--- src/rtl/core/acsg_pkg.sv ---
// Package with widths, constants, types and the microcode table of the speed and gap controller.
`default_nettype none

package acsg_pkg;

    localparam int GAIN_W     = 16;
    localparam int HW_W       = 15;
    localparam int SPD_W      = 15;
    localparam int GAP_W      = 17;
    localparam int ACCEL_W    = 16;
    localparam int LAW_W      = 2;
    localparam int CFG_IDX_W  = 4;
    localparam int CFG_DATA_W = 16;
    localparam int REL_W      = 17;
    localparam int OPA_W      = 20;
    localparam int OPB_W      = 18;
    localparam int PROD_W     = OPA_W + OPB_W;
    localparam int ACC_W      = 40;
    localparam int FRAC_Q12   = 12;
    localparam int RND_W      = ACC_W - FRAC_Q12;
    localparam int PC_W       = 4;
    localparam int SUM_W      = SPD_W + 1;

    localparam int unsigned STEP_LENGTH_Q12_DEF = 4096;

    localparam logic signed [GAP_W-1:0] GAP_SPEED_LAW = 17'sd30720;
    localparam logic signed [GAP_W-1:0] GAP_GAP_LAW   = 17'sd25600;
    localparam logic signed [OPA_W-1:0] SPACE_TOL     = 20'sd51;
    localparam logic signed [REL_W-1:0] VERR_TOL      = 17'sd25;
    localparam logic [SUM_W-1:0]        OVR_MARGIN    = 16'd512;
    localparam logic signed [RND_W-1:0] SPEED_MAX     = 28'sd32767;
    localparam logic signed [RND_W-1:0] ACCEL_MAX     = 28'sd32767;
    localparam logic signed [RND_W-1:0] ACCEL_MIN     = -28'sd32768;
    localparam logic signed [ACC_W-1:0] ROUND_HALF    = 40'sd2048;

    localparam logic signed [GAIN_W-1:0] RST_SPEED_GAIN         = -16'sd1638;
    localparam logic signed [GAIN_W-1:0] RST_CLOSING_GAIN_SPEED = 16'sd3277;
    localparam logic signed [GAIN_W-1:0] RST_CLOSING_GAIN_SPACE = 16'sd164;
    localparam logic signed [GAIN_W-1:0] RST_KEEP_GAIN_SPEED    = 16'sd287;
    localparam logic signed [GAIN_W-1:0] RST_KEEP_GAIN_SPACE    = 16'sd942;
    localparam logic signed [GAIN_W-1:0] RST_AVOID_GAIN_SPEED   = 16'sd942;
    localparam logic signed [GAIN_W-1:0] RST_AVOID_GAIN_SPACE   = 16'sd3277;
    localparam logic [HW_W-1:0]          RST_HEADWAY_TIME       = 15'd4096;

    typedef enum logic [CFG_IDX_W-1:0] {
        REG_SPEED_GAIN         = 4'd0,
        REG_CLOSING_GAIN_SPEED = 4'd1,
        REG_CLOSING_GAIN_SPACE = 4'd2,
        REG_KEEP_GAIN_SPEED    = 4'd3,
        REG_KEEP_GAIN_SPACE    = 4'd4,
        REG_AVOID_GAIN_SPEED   = 4'd5,
        REG_AVOID_GAIN_SPACE   = 4'd6,
        REG_HEADWAY_TIME       = 4'd7
    } t_reg_idx;

    typedef enum logic [LAW_W-1:0] {
        LAW_SPEED = 2'd0,
        LAW_KEEP  = 2'd1,
        LAW_AVOID = 2'd2,
        LAW_CLOSE = 2'd3
    } t_law;

    typedef enum logic [2:0] {
        OPA_OWN,
        OPA_VERR,
        OPA_DV,
        OPA_SPACING,
        OPA_ACCEL
    } t_opa;

    typedef enum logic [2:0] {
        OPB_HEADWAY,
        OPB_SPEED_GAIN,
        OPB_GAIN_SPEED,
        OPB_GAIN_SPACE,
        OPB_STEP
    } t_opb;

    typedef enum logic [1:0] {
        ACC_HOLD,
        ACC_LOAD,
        ACC_ADD
    } t_accop;

    typedef enum logic [1:0] {
        JMP_NONE,
        JMP_ALWAYS,
        JMP_SPEED_LAW
    } t_jmp;

    typedef struct packed {
        t_opa            opa;
        t_opb            opb;
        t_accop          acc_op;
        logic            spacing_en;
        logic            law_en;
        logic            accel_en;
        logic            finish;
        t_jmp            jmp;
        logic [PC_W-1:0] target;
    } t_uword;

    localparam logic [PC_W-1:0] UPC_MODE       = 4'd0;
    localparam logic [PC_W-1:0] UPC_SPACING    = 4'd1;
    localparam logic [PC_W-1:0] UPC_PICK       = 4'd2;
    localparam logic [PC_W-1:0] UPC_REL_SPEED  = 4'd3;
    localparam logic [PC_W-1:0] UPC_SPACE_TERM = 4'd4;
    localparam logic [PC_W-1:0] UPC_ACCEL      = 4'd5;
    localparam logic [PC_W-1:0] UPC_SPEED      = 4'd6;
    localparam logic [PC_W-1:0] UPC_STEP       = 4'd7;
    localparam logic [PC_W-1:0] UPC_FINISH     = 4'd8;

    localparam t_uword UWORD_NOP = '{
        opa: OPA_OWN, opb: OPB_HEADWAY, acc_op: ACC_HOLD, spacing_en: 1'b0,
        law_en: 1'b0, accel_en: 1'b0, finish: 1'b0, jmp: JMP_NONE, target: '0
    };

    function automatic t_uword ucode_rom(input logic [PC_W-1:0] pc);
        t_uword w;
        w = UWORD_NOP;
        unique case (pc)
            UPC_MODE: begin
                w.opa    = OPA_OWN;
                w.opb    = OPB_HEADWAY;
                w.acc_op = ACC_LOAD;
                w.jmp    = JMP_SPEED_LAW;
                w.target = UPC_SPEED;
            end
            UPC_SPACING: begin
                w.spacing_en = 1'b1;
            end
            UPC_PICK: begin
                w.law_en = 1'b1;
            end
            UPC_REL_SPEED: begin
                w.opa    = OPA_DV;
                w.opb    = OPB_GAIN_SPEED;
                w.acc_op = ACC_LOAD;
            end
            UPC_SPACE_TERM: begin
                w.opa    = OPA_SPACING;
                w.opb    = OPB_GAIN_SPACE;
                w.acc_op = ACC_ADD;
            end
            UPC_ACCEL: begin
                w.accel_en = 1'b1;
                w.jmp      = JMP_ALWAYS;
                w.target   = UPC_STEP;
            end
            UPC_SPEED: begin
                w.opa    = OPA_VERR;
                w.opb    = OPB_SPEED_GAIN;
                w.acc_op = ACC_LOAD;
                w.jmp    = JMP_ALWAYS;
                w.target = UPC_ACCEL;
            end
            UPC_STEP: begin
                w.opa    = OPA_ACCEL;
                w.opb    = OPB_STEP;
                w.acc_op = ACC_LOAD;
            end
            UPC_FINISH: begin
                w.finish = 1'b1;
            end
            default: begin
                w.jmp    = JMP_ALWAYS;
                w.target = UPC_FINISH;
            end
        endcase
        return w;
    endfunction

    // Round to nearest, ties toward plus infinity, then drop twelve fraction bits.
    function automatic logic signed [RND_W-1:0] round_q12(input logic signed [ACC_W-1:0] x);
        logic signed [ACC_W-1:0] t;
        t = x + ROUND_HALF;
        return RND_W'(t >>> FRAC_Q12);
    endfunction

endpackage

`default_nettype wire

--- src/rtl/core/acsg_in_if.sv ---
// Input channel interface: one control step request per word.
`default_nettype none

interface acsg_in_if;
    import acsg_pkg::*;

    logic                    valid;
    logic                    ready;
    logic [SPD_W-1:0]        own_speed;
    logic signed [GAP_W-1:0] gap_ahead;
    logic [SPD_W-1:0]        leader_speed;
    logic [SPD_W-1:0]        desired_speed;
    logic [SPD_W-1:0]        safe_speed;

    modport source (
        output valid, own_speed, gap_ahead, leader_speed, desired_speed, safe_speed,
        input  ready
    );
    modport sink (
        input  valid, own_speed, gap_ahead, leader_speed, desired_speed, safe_speed,
        output ready
    );
endinterface

`default_nettype wire

--- src/rtl/core/acsg_out_if.sv ---
// Output channel interface: one control step result per word.
`default_nettype none

interface acsg_out_if;
    import acsg_pkg::*;

    logic                      valid;
    logic                      ready;
    logic [SPD_W-1:0]          next_speed;
    logic signed [ACCEL_W-1:0] accel_cmd;
    logic [LAW_W-1:0]          law_used;
    logic                      override_hit;

    modport source (
        output valid, next_speed, accel_cmd, law_used, override_hit,
        input  ready
    );
    modport sink (
        input  valid, next_speed, accel_cmd, law_used, override_hit,
        output ready
    );
endinterface

`default_nettype wire

--- src/rtl/core/acsg_cfg_if.sv ---
// Configuration write channel interface: register index and write data.
`default_nettype none

interface acsg_cfg_if;
    import acsg_pkg::*;

    logic                  valid;
    logic                  ready;
    logic [CFG_IDX_W-1:0]  index;
    logic [CFG_DATA_W-1:0] data;

    modport source (output valid, index, data, input ready);
    modport sink (input valid, index, data, output ready);
endinterface

`default_nettype wire

--- src/rtl/core/acc_speed_gap_controller_core.sv ---
// Top level of the speed and gap controller: microcoded sequencer around one shared multiplier.
//
//   Channel  Dir  Handshake            Word
//   i_in     in   valid/ready          own, gap, leader, desired and safe speed
//   o_out    out  valid/ready          next speed, accel, law, override flag
//   i_cfg    in   valid/ready (ready=1) register index and write data
//
// On the speed law the microcode skips the spacing, law pick, relative speed and space term steps.
// The microcode walks its multiply-accumulates one at a time through a single 20x18 multiplier.
// The next word is accepted once the result is written to the output register.
// The sequencer stalls on its last step only while the output register is still full.
// Synchronous reset restores the register defaults and selects the speed law.
`default_nettype none

module acc_speed_gap_controller_core #(
    parameter int unsigned STEP_LENGTH_Q12 = acsg_pkg::STEP_LENGTH_Q12_DEF
) (
    input  logic       i_clk,
    input  logic       i_rst_n,
    acsg_in_if.sink    i_in,
    acsg_out_if.source o_out,
    acsg_cfg_if.sink   i_cfg
);
    import acsg_pkg::*;

    localparam logic signed [OPB_W-1:0] STEP_B = OPB_W'(STEP_LENGTH_Q12);

    logic signed [GAIN_W-1:0] r_speed_gain;
    logic signed [GAIN_W-1:0] r_closing_gain_speed;
    logic signed [GAIN_W-1:0] r_closing_gain_space;
    logic signed [GAIN_W-1:0] r_keep_gain_speed;
    logic signed [GAIN_W-1:0] r_keep_gain_space;
    logic signed [GAIN_W-1:0] r_avoid_gain_speed;
    logic signed [GAIN_W-1:0] r_avoid_gain_space;
    logic [HW_W-1:0]          r_headway_time;

    logic                      r_gap_mode;
    logic                      n_gap_mode;
    logic                      r_busy;
    logic [PC_W-1:0]           r_pc;
    logic [PC_W-1:0]           n_pc;
    logic [SPD_W-1:0]          r_own;
    logic signed [GAP_W-1:0]   r_gap;
    logic [SPD_W-1:0]          r_safe;
    logic signed [REL_W-1:0]   r_verr;
    logic signed [REL_W-1:0]   r_dv;
    logic signed [OPA_W-1:0]   r_spacing;
    t_law                      r_law;
    t_law                      n_law;
    logic signed [ACC_W-1:0]   r_acc;
    logic signed [ACCEL_W-1:0] r_accel;
    logic signed [ACCEL_W-1:0] n_accel;

    logic                      r_out_valid;
    logic [SPD_W-1:0]          r_next_speed;
    logic signed [ACCEL_W-1:0] r_accel_cmd;
    t_law                      r_law_used;
    logic                      r_override_hit;
    logic [SPD_W-1:0]          n_next_speed;
    logic                      n_override_hit;

    t_uword                    uw;
    logic                      in_fire;
    logic                      stall;
    logic                      advance;
    logic signed [OPA_W-1:0]   opa;
    logic signed [OPB_W-1:0]   opb;
    logic signed [PROD_W-1:0]  prod;
    logic signed [RND_W-1:0]   rnd;
    logic signed [RND_W-1:0]   vsum;
    logic [SPD_W-1:0]          vclamp;
    logic [SUM_W-1:0]          cap;

    assign i_cfg.ready = 1'b1;

    always_ff @(posedge i_clk) begin
        if (!i_rst_n) begin
            r_speed_gain         <= RST_SPEED_GAIN;
            r_closing_gain_speed <= RST_CLOSING_GAIN_SPEED;
            r_closing_gain_space <= RST_CLOSING_GAIN_SPACE;
            r_keep_gain_speed    <= RST_KEEP_GAIN_SPEED;
            r_keep_gain_space    <= RST_KEEP_GAIN_SPACE;
            r_avoid_gain_speed   <= RST_AVOID_GAIN_SPEED;
            r_avoid_gain_space   <= RST_AVOID_GAIN_SPACE;
            r_headway_time       <= RST_HEADWAY_TIME;
        end else if (i_cfg.valid) begin
            unique case (t_reg_idx'(i_cfg.index))
                REG_SPEED_GAIN:         r_speed_gain         <= $signed(i_cfg.data);
                REG_CLOSING_GAIN_SPEED: r_closing_gain_speed <= $signed(i_cfg.data);
                REG_CLOSING_GAIN_SPACE: r_closing_gain_space <= $signed(i_cfg.data);
                REG_KEEP_GAIN_SPEED:    r_keep_gain_speed    <= $signed(i_cfg.data);
                REG_KEEP_GAIN_SPACE:    r_keep_gain_space    <= $signed(i_cfg.data);
                REG_AVOID_GAIN_SPEED:   r_avoid_gain_speed   <= $signed(i_cfg.data);
                REG_AVOID_GAIN_SPACE:   r_avoid_gain_space   <= $signed(i_cfg.data);
                REG_HEADWAY_TIME:       r_headway_time       <= i_cfg.data[HW_W-1:0];
                default: begin
                end
            endcase
        end
    end

    assign i_in.ready = !r_busy;
    assign in_fire    = i_in.valid && !r_busy;

    always_comb begin
        priority if (i_in.gap_ahead > GAP_SPEED_LAW) begin
            n_gap_mode = 1'b0;
        end else if (i_in.gap_ahead < GAP_GAP_LAW) begin
            n_gap_mode = 1'b1;
        end else begin
            n_gap_mode = r_gap_mode;
        end
    end

    assign uw      = ucode_rom(r_pc);
    assign stall   = uw.finish && r_out_valid && !o_out.ready;
    assign advance = r_busy && !stall;

    always_comb begin
        unique case (uw.jmp)
            JMP_ALWAYS:    n_pc = uw.target;
            JMP_SPEED_LAW: n_pc = r_gap_mode ? r_pc + 1'b1 : uw.target;
            default:       n_pc = r_pc + 1'b1;
        endcase
    end

    always_ff @(posedge i_clk) begin
        if (!i_rst_n) begin
            r_busy     <= 1'b0;
            r_pc       <= UPC_MODE;
            r_gap_mode <= 1'b0;
        end else if (in_fire) begin
            r_busy     <= 1'b1;
            r_pc       <= UPC_MODE;
            r_gap_mode <= n_gap_mode;
        end else if (advance) begin
            if (uw.finish) begin
                r_busy <= 1'b0;
            end
            r_pc <= n_pc;
        end
    end

    always_comb begin
        unique case (uw.opa)
            OPA_OWN:     opa = OPA_W'($signed({1'b0, r_own}));
            OPA_VERR:    opa = OPA_W'(r_verr);
            OPA_DV:      opa = OPA_W'(r_dv);
            OPA_SPACING: opa = r_spacing;
            OPA_ACCEL:   opa = OPA_W'(r_accel);
            default:     opa = '0;
        endcase
    end

    always_comb begin
        unique case (uw.opb)
            OPB_HEADWAY:    opb = OPB_W'($signed({1'b0, r_headway_time}));
            OPB_SPEED_GAIN: opb = OPB_W'(r_speed_gain);
            OPB_GAIN_SPEED: begin
                unique case (r_law)
                    LAW_KEEP:  opb = OPB_W'(r_keep_gain_speed);
                    LAW_AVOID: opb = OPB_W'(r_avoid_gain_speed);
                    default:   opb = OPB_W'(r_closing_gain_speed);
                endcase
            end
            OPB_GAIN_SPACE: begin
                unique case (r_law)
                    LAW_KEEP:  opb = OPB_W'(r_keep_gain_space);
                    LAW_AVOID: opb = OPB_W'(r_avoid_gain_space);
                    default:   opb = OPB_W'(r_closing_gain_space);
                endcase
            end
            OPB_STEP: opb = STEP_B;
            default:  opb = '0;
        endcase
    end

    assign prod = opa * opb;
    assign rnd  = round_q12(r_acc);

    always_comb begin
        priority if (r_spacing >= -SPACE_TOL && r_spacing <= SPACE_TOL &&
                     r_verr >= -VERR_TOL && r_verr <= VERR_TOL) begin
            n_law = LAW_KEEP;
        end else if (r_spacing < 0) begin
            n_law = LAW_AVOID;
        end else begin
            n_law = LAW_CLOSE;
        end
    end

    always_comb begin
        priority if (rnd > ACCEL_MAX) begin
            n_accel = ACCEL_W'(ACCEL_MAX);
        end else if (rnd < ACCEL_MIN) begin
            n_accel = ACCEL_W'(ACCEL_MIN);
        end else begin
            n_accel = rnd[ACCEL_W-1:0];
        end
    end

    always_comb begin
        vsum = rnd + RND_W'($signed({1'b0, r_own}));
        priority if (vsum < 0) begin
            vclamp = '0;
        end else if (vsum > SPEED_MAX) begin
            vclamp = SPD_W'(SPEED_MAX);
        end else begin
            vclamp = vsum[SPD_W-1:0];
        end
        cap = {1'b0, r_safe} + OVR_MARGIN;
        if (cap < {1'b0, vclamp}) begin
            n_next_speed   = cap[SPD_W-1:0];
            n_override_hit = 1'b1;
        end else begin
            n_next_speed   = vclamp;
            n_override_hit = 1'b0;
        end
    end

    always_ff @(posedge i_clk) begin
        if (in_fire) begin
            r_own  <= i_in.own_speed;
            r_gap  <= i_in.gap_ahead;
            r_safe <= i_in.safe_speed;
            r_verr <= $signed({2'b00, i_in.own_speed}) - $signed({2'b00, i_in.desired_speed});
            r_dv   <= $signed({2'b00, i_in.leader_speed}) - $signed({2'b00, i_in.own_speed});
            r_law  <= LAW_SPEED;
        end else if (advance) begin
            unique case (uw.acc_op)
                ACC_LOAD: r_acc <= ACC_W'(prod);
                ACC_ADD:  r_acc <= r_acc + ACC_W'(prod);
                default: begin
                end
            endcase
            if (uw.spacing_en) begin
                r_spacing <= OPA_W'(r_gap) - OPA_W'(rnd);
            end
            if (uw.law_en) begin
                r_law <= n_law;
            end
            if (uw.accel_en) begin
                r_accel <= n_accel;
            end
        end
    end

    always_ff @(posedge i_clk) begin
        if (!i_rst_n) begin
            r_out_valid <= 1'b0;
        end else if (advance && uw.finish) begin
            r_out_valid <= 1'b1;
        end else if (o_out.ready) begin
            r_out_valid <= 1'b0;
        end
    end

    always_ff @(posedge i_clk) begin
        if (advance && uw.finish) begin
            r_next_speed   <= n_next_speed;
            r_accel_cmd    <= r_accel;
            r_law_used     <= r_law;
            r_override_hit <= n_override_hit;
        end
    end

    assign o_out.valid        = r_out_valid;
    assign o_out.next_speed   = r_next_speed;
    assign o_out.accel_cmd    = r_accel_cmd;
    assign o_out.law_used     = r_law_used;
    assign o_out.override_hit = r_override_hit;

endmodule

`default_nettype wire

--- src/flat_wrapper.sv ---
// flat-port wrapper written by rule: the top's interface ports become plain ports
module acc_speed_gap_controller_core_flat import acsg_pkg::*;
#(
    parameter int unsigned STEP_LENGTH_Q12 = acsg_pkg::STEP_LENGTH_Q12_DEF
)
  (i_clk, i_rst_n, i_in_valid, i_in_own_speed, i_in_gap_ahead, i_in_leader_speed, i_in_desired_speed, i_in_safe_speed, i_in_ready, o_out_valid, o_out_next_speed, o_out_accel_cmd, o_out_law_used, o_out_override_hit, o_out_ready, i_cfg_valid, i_cfg_index, i_cfg_data, i_cfg_ready);
  acsg_in_if i_in_i ();
  acsg_out_if o_out_i ();
  acsg_cfg_if i_cfg_i ();
  input  logic i_clk;
  input  logic i_rst_n;
  input wire logic [$bits(i_in_i.valid)-1:0] i_in_valid;
  input wire logic [$bits(i_in_i.own_speed)-1:0] i_in_own_speed;
  input wire logic [$bits(i_in_i.gap_ahead)-1:0] i_in_gap_ahead;
  input wire logic [$bits(i_in_i.leader_speed)-1:0] i_in_leader_speed;
  input wire logic [$bits(i_in_i.desired_speed)-1:0] i_in_desired_speed;
  input wire logic [$bits(i_in_i.safe_speed)-1:0] i_in_safe_speed;
  output wire logic [$bits(i_in_i.ready)-1:0] i_in_ready;
  output wire logic [$bits(o_out_i.valid)-1:0] o_out_valid;
  output wire logic [$bits(o_out_i.next_speed)-1:0] o_out_next_speed;
  output wire logic [$bits(o_out_i.accel_cmd)-1:0] o_out_accel_cmd;
  output wire logic [$bits(o_out_i.law_used)-1:0] o_out_law_used;
  output wire logic [$bits(o_out_i.override_hit)-1:0] o_out_override_hit;
  input wire logic [$bits(o_out_i.ready)-1:0] o_out_ready;
  input wire logic [$bits(i_cfg_i.valid)-1:0] i_cfg_valid;
  input wire logic [$bits(i_cfg_i.index)-1:0] i_cfg_index;
  input wire logic [$bits(i_cfg_i.data)-1:0] i_cfg_data;
  output wire logic [$bits(i_cfg_i.ready)-1:0] i_cfg_ready;
  assign i_in_i.valid = i_in_valid;
  assign i_in_i.own_speed = i_in_own_speed;
  assign i_in_i.gap_ahead = i_in_gap_ahead;
  assign i_in_i.leader_speed = i_in_leader_speed;
  assign i_in_i.desired_speed = i_in_desired_speed;
  assign i_in_i.safe_speed = i_in_safe_speed;
  assign i_in_ready = i_in_i.ready;
  assign o_out_valid = o_out_i.valid;
  assign o_out_next_speed = o_out_i.next_speed;
  assign o_out_accel_cmd = o_out_i.accel_cmd;
  assign o_out_law_used = o_out_i.law_used;
  assign o_out_override_hit = o_out_i.override_hit;
  assign o_out_i.ready = o_out_ready;
  assign i_cfg_i.valid = i_cfg_valid;
  assign i_cfg_i.index = i_cfg_index;
  assign i_cfg_i.data = i_cfg_data;
  assign i_cfg_ready = i_cfg_i.ready;
  acc_speed_gap_controller_core #(.STEP_LENGTH_Q12(STEP_LENGTH_Q12)) u_core (.i_clk(i_clk), .i_rst_n(i_rst_n), .i_in(i_in_i), .o_out(o_out_i), .i_cfg(i_cfg_i));
endmodule
--- config.mk ---
export PLATFORM = sky130hd
export DESIGN_NAME = acc_speed_gap_controller_core_flat
export DESIGN_NICKNAME = d
export VERILOG_FILES = /design/src/rtl/core/acsg_pkg.sv /design/src/rtl/core/acsg_in_if.sv /design/src/rtl/core/acsg_out_if.sv /design/src/rtl/core/acsg_cfg_if.sv /design/src/rtl/core/acc_speed_gap_controller_core.sv /design/src/flat_wrapper.sv
export SDC_FILE = /design/constraint.sdc
export NUM_CORES = 2
export LEC_CHECK = 0
export ABC_AREA = 1
export BUFFER_PORTS_ARGS = -buffer_cell sky130_fd_sc_hd__buf_2
export CORE_MARGIN = 2
export CORE_UTILIZATION = 40
export CTS_CLUSTER_SIZE = 8
export DETAILED_ROUTE_END_ITERATION = 8
export PLACE_DENSITY = 0.61
export RECOVER_POWER = 50
export SETUP_SLACK_MARGIN = 0.02
export SYNTH_ARGS = -nofsm -noshare
export SYNTH_HDL_FRONTEND = slang
export SYNTH_SLANG_ARGS = --single-unit
--- constraint.sdc ---
create_clock -name i_clk -period 10.7 [get_ports i_clk]
set_input_delay 1.07 -clock i_clk [delete_from_list [all_inputs] [get_ports i_clk]]
set_output_delay 1.07 -clock i_clk [all_outputs]
set_load 0.01 [all_outputs]
---- After elaboration in Yosys (flattened, before gate mapping) ----
Cells that the tools add are included.
operators by class
  add/sub/neg operators ................... 8
  multiply operators ...................... 1
  div/mod/pow operators ................... 0
  order comparisons ....................... 12
  equal/unequal tests ..................... 29
  shift operators ......................... 0
  mux-type cells .......................... 27
  bitwise logic cells ..................... 2
  reduce and logical (&&, ||, !) cells .... 36
operators with widths
  kind                                                                 count
  case mux 20 bit (5 select lines)                                     1
  case mux 18 bit (5 select lines)                                     1
  case mux 40 bit (2 select lines)                                     1
  case mux 18 bit (2 select lines)                                     2
  > comparator 28 x 16 -> 1 bit (second input constant)                2
  two-way mux 15 bit                                                   3
  adder 40 x 13 -> 40 bit (second input constant)                      1
  adder 40 x 38 -> 40 bit                                              1
  case mux 8 bit (5 select lines)                                      1
  multiplier 20 x 18 -> 38 bit                                         1
  == test 4 x 3 -> 1 bit (second input constant)                       8
  subtractor 15 x 15 -> 16 bit                                         2
  adder 28 x 16 -> 28 bit                                              1
  less-than comparator 28 x 1 -> 1 bit (second input constant)         1
  less-than comparator 28 x 16 -> 1 bit (second input constant)        1
  case mux 6 bit (4 select lines)                                      1
  AND reduction 2 bit                                                  11
  greater-or-equal comparator 20 x 7 -> 1 bit (second input constant)  1
  less-or-equal comparator 20 x 7 -> 1 bit (second input constant)     1
  less-than comparator 20 x 1 -> 1 bit (second input constant)         1
  subtractor 17 x 20 -> 20 bit                                         1
  greater-or-equal comparator 17 x 6 -> 1 bit (second input constant)  1
  > comparator 17 x 16 -> 1 bit (second input constant)                1
  less-or-equal comparator 17 x 6 -> 1 bit (second input constant)     1
  26 further kinds                                                     69
storage, ports and cells
  flip-flop bits (word level) ............. 327
  bits in latches ......................... 0
  RAM bits ................................ 0
  bits in read-only memories .............. 0
  input port bits ......................... 102
  memories ................................ 0

---- Longest topological paths before layout ----
  depth after elaboration ................. 8
  mapped depth ............................ 53
  mapped depth without buffers ............ 52

---- Worst setup path before layout ----
OpenSTA, ideal clock, no wires.
  path type ............................... flip-flop to flip-flop
  start ................................... register u_core.r_pc[0]
  end ..................................... register u_core.r_acc[39], data pin
  setup time .............................. 0.265 ns
  arrival time ............................ 8.953 ns
  required time ........................... 10.435 ns
  path slack .............................. 1.482 ns
  stages on the path, launching flop included .. 44
  buffers on the path ..................... 2
  clock period less this slack ............ 9.218 ns
  path through ............................ dfxtp_1 -> ha_1 -> nand2_1 -> nor2_1 -> nor2_2 -> clkinv_1 -> buf_2 -> a21oi_1 -> nor3_1 -> clkbuf_1 -> nor2_1 -> fa_1 -> inv_1 -> fa_1 -> fa_1 -> inv_1 -> fa_1 -> fa_1 -> (+8 left out) -> o21ai_1 -> nand2_1 -> nand2_1 -> a21boi_1 -> o21ai_0 -> nand2_1 -> nand2_1 -> xor2_1 -> inv_1 -> ha_1 -> inv_1 -> nor3_1 -> nand2_1 -> nor4_1 -> nand3_1 -> o2111ai_1 -> o21ai_0 -> xor2_1
between the ends
  word-level cells in the longest chain between the ends .. 7
  elaborated cells between the ends (all ways) .. 23
ends and longest elaborated chain
  element                                                                               RTL line                                                                    RTL
  from (decl)                                                                           acc_speed_gap_controller_core.sv:40                                         logic [PC_W-1:0] r_pc;
  from (signal assigned)                                                                acc_speed_gap_controller_core.sv:140                                        r_pc <= n_pc;
  == test 4 x 3 -> 1 bit, or another cell as far along                                  acsg_pkg.sv:121                                                             unique case (pc)
  case mux 8 bit (5 select lines) (*)                                                   acsg_pkg.sv:121
  == test 3 bit, or another cell as far along                                           acc_speed_gap_controller_core.sv:145                                        unique case (uw.opa)
  case mux 20 bit (5 select lines) or case mux 18 bit (5 select lines) (tied branches)  acc_speed_gap_controller_core.sv:145, acc_speed_gap_controller_core.sv:156
  multiplier 20 x 18 -> 38 bit                                                          acc_speed_gap_controller_core.sv:178                                        assign prod = opa * opb;
  adder 40 x 38 -> 40 bit                                                               acc_speed_gap_controller_core.sv:232                                        ACC_ADD: r_acc <= r_acc + ACC_W'(prod);
  case mux 40 bit (2 select lines) (*)                                                  acc_speed_gap_controller_core.sv:230                                        unique case (uw.acc_op)
  to (signal assigned)                                                                  acc_speed_gap_controller_core.sv:231                                        ACC_LOAD: r_acc <= ACC_W'(prod);
  to (signal assigned)                                                                  acc_speed_gap_controller_core.sv:232
  to (decl)                                                                             acc_speed_gap_controller_core.sv:50                                         logic signed [ACC_W-1:0] r_acc;
Mark *: on every way between the ends. The rest lies on a longest branch, timed or not.
A chain may end at the register's enable or synchronous reset.

---- Worst setup path after layout ----
  start ................................... register u_core.r_pc[0]
  end ..................................... register u_core.r_acc[36], data pin
Same word-level chain as after synthesis.

==> metrics.yaml <==
gp_congestion: 0.952
sequentialPowerShare: 0.300
worstMarginPinSlew_ns: 3.69
grt.total_usage: 0.232
cp-end-kind: "register"
cts_root_buffer: "clkbuf_16"
p_sw_uw: 2040
power_frac_clock: 0.269
tritoncts: "done"
syn_nets: 4710
cp_slowest_stage_delay_ns: 0.56
syn_area_mm2: 0.0325
max_freq_ghz: 0.0996
cts_hold_buffers: 0
area_growth_pct: 11.2
fillCellCount: 8051
r2r_start: "u_core.r_pc[0]"
grt_max_degree: 93
ys_seq_elements: 325
dp_cells: 5194
grt_first_pass_wirelength_mm: 151
path_common_cell: "inv_1"
async_flop_share: 0
clkTransAtPathRegs_ns: 0.05
drc: 0
vdd_drop_max_uv: 121
portBuffers: 137
status: "complete, but fails checks"
std_cell_rows: 104
cts_buffer_depth: 3
tns_ns: 0
power_density_mw_per_mm2: 140
num_vias: 26500
cts_buffers: 48
fin_cells: 5260
synth.distinct_cells: 56
coreArea_mm2: 0.0805
hold_depth: 2
viasPerCell: 5.05
rrSetupSlack_ns: 0.66
critPathLaunchType: "register"
fin_skew_ns: 0.0251
initial_core_util: 0.404
syn_inst: 4018
synth.yosys.seq_area_share: 0.258
antenna_found_initial: 1
finalMaxSlewViolations: 93
grt_overflow: 0
synth_edf_count: 189
slew_headroom: -1.46
setup_viol: 0
nNetsFinal: 4879
slowest_stage: "fa_1"
synth_top_area_frac: 0.224
finalHoldViolations: 0
path_max_fanout: 15
wl_per_cell_um: 18.0
place_hpwl_mm: 76.2
worstReg2RegEnd: "u_core.r_acc[36]"
p_sw_frac: 0.402
pwr-share-comb: 0.432
total_power_uw: 5070
die_area_mm2: 0.0836
multiInputGateArea_mm2: 0.0207
reg2regPathDepth: 43
fp.dieH_um: 289
hp-start: "u_core.r_keep_gain_speed[11]"
drt_iter0_drc: 1969
timing_worst_setup_path_type: "reg -> reg"
layout_common_cells: "inv_1, nand2_1, nor2_1"
regArea_mm2: 0.00840
netlist_top_cells_area: "fa_1, edfxtp_1, inv_1"
p_leak_uw: 0.0176
firstDrtPassIters: 5
htreeDepth: 2
critical_path_arrival_ns: 10.46
dpl_cell_area_mm2: 0.0349
required_ns: 11.12
violations: "capacitance limit, slew limit"
grt_pass1_vias: 26900
cap_viol_max_count: 1
layout_commonest_cell: "inv_1"
avgSynthCellArea_um2: 8.09
io_pins: 139
rsz0062_at_grt: "false"
ys.flop_type: "edfxtp_1"
antenna_left: 0
final_area_mm2: 0.0362
cts_sinks: 325
min_to: "u_core.r_keep_gain_speed[11]"
synth_area_leader_cell: "fa_1"
die_w_um: 289
fin_crit_ns: 10.04
routed_wl_mm: 94.5
final_layout_size_suffix_gt1_frac: 0.0679
clk_latency_ns: 0.59
p_int_uw: 3030
synth_warnings: 0
hold_path.class: "reg -> reg"
timing.final.crit_share: 0.939
## Yosys cell counts, types with 91 or more instances
cell        n
nand2_1   778
xor2_1     91
ha_1      226
nor2_1    427
o21ai_0   220
dfxtp_1   136
clkbuf_1  106
edfxtp_1  189
a21oi_1   206
nand3_1   133
inv_1     800
fa_1      364
## power groups by stage
stage | registers (uW) | clock network (uW) | logic [uW]
after detailed placement | 1540 | 0 | 2140
final | 1520 | 1360 | 2190
after CTS | 1520 | 1390 | 2170
after global routing | 1520 | 1430 | 2480
after global placement | 1540 | 0 | 2130
after floorplan | 1510 | 0 | 1560
## layer usage
| metal | vias to the layer above | global-route usage | share of wire | wire [um] |
|---|---|---|---|---|
| li1 | 12900 | - | - | - |
| met2 | 731 | 0.385 | 0.47 | 44700 |
| met1 | 12700 | 0.312 | 0.44 | 41400 |
| met4 | 0 | 0.0731 | 0.033 | 3080 |
| met3 | 163 | 0.0358 | 0.057 | 5380 |
| met5 | - | 0 | 0 | 0 |
## worst max path at each step
stage	slack [ns]	cells after the start	endpoint	start
finish	0.66	43	u_core.r_acc[36]	u_core.r_pc[0]
global placement	0.26	39	u_core.r_acc[39]	u_core.r_pc[0]
floorplan	1.48	43	u_core.r_acc[39]	u_core.r_pc[0]
global route	0.03	43	u_core.r_acc[36]	u_core.r_pc[0]
CTS	0.04	50	u_core.r_acc[39]	u_core.r_pc[0]
detailed placement	0.11	50	u_core.r_acc[39]	u_core.r_pc[0]
## metrics by stage
step	hold slack, ns	setup WS [ns]	util
after floorplan	0.424	1.48	-
after global placement	0.432	0.259	0.433
after detailed placement	0.442	0.111	0.433
after CTS	0.451	0.0397	0.449
after global routing	0.466	0.0255	0.449
final	0.446	0.656	0.449
## what timing repair did
item / 4_1_cts / 5_1_grt
gates resized for setup: 0 / 26
endpoints found under the setup margin: 0 / 14
buffers inserted: 0 / 3
## state kept, by name (all words and copies together) (netlist names), 2 cells and up
signal and count:
u_core.r_acc 40, u_core.r_spacing 20, u_core.r_gap 17, u_core.o_out.accel_cmd 16, u_core.r_accel 16, u_core.r_avoid_gain_space 16, u_core.r_avoid_gain_speed 16, u_core.r_closing_gain_space 16
u_core.r_closing_gain_speed 16, u_core.r_dv 16, u_core.r_keep_gain_space 16, u_core.r_keep_gain_speed 16, u_core.r_speed_gain 16, u_core.r_verr 16, u_core.o_out.next_speed 15, u_core.r_headway_time 15
u_core.r_own 15, u_core.r_safe 15, u_core.r_pc 4, u_core.o_out.law_used 2, u_core.r_law 2
## cell families (layout without fill, tap and decap cells)
kind of cell	Yosys count	count (layout)	share of synthesized area
and+or+nand+nor	1450	1450	0.182
buffers and inverters	929	1110	0.108
DFF	325	325	0.258
other	1	2	0.000115
xor gates and xnor gates	146	146	0.0393
AOI/OAI and AO/OA	577	577	0.101
adders and majority gates	590	590	0.311
## layout make-up
cell class              count  share of cell area
diodes                      1           0.0000692
multi-input cells        2764               0.573
well taps                1060              0.0367
repair buffers            234              0.0372
flip-flops and latches    325               0.232
clock buffers              54              0.0338
inverters                 814              0.0846
clock inverters             8             0.00221
## critical path, delay by kind of cell, from the launching register on
family	cells	cell delay [ns]
fa+ha+maj	9	3.86
compound gates	14	2.64
simple gates	9	1.39
buf+inv	10	1.29
xor+xnor	1	0.36
flops	1	0.34
(Power assumes the default switching activity.)
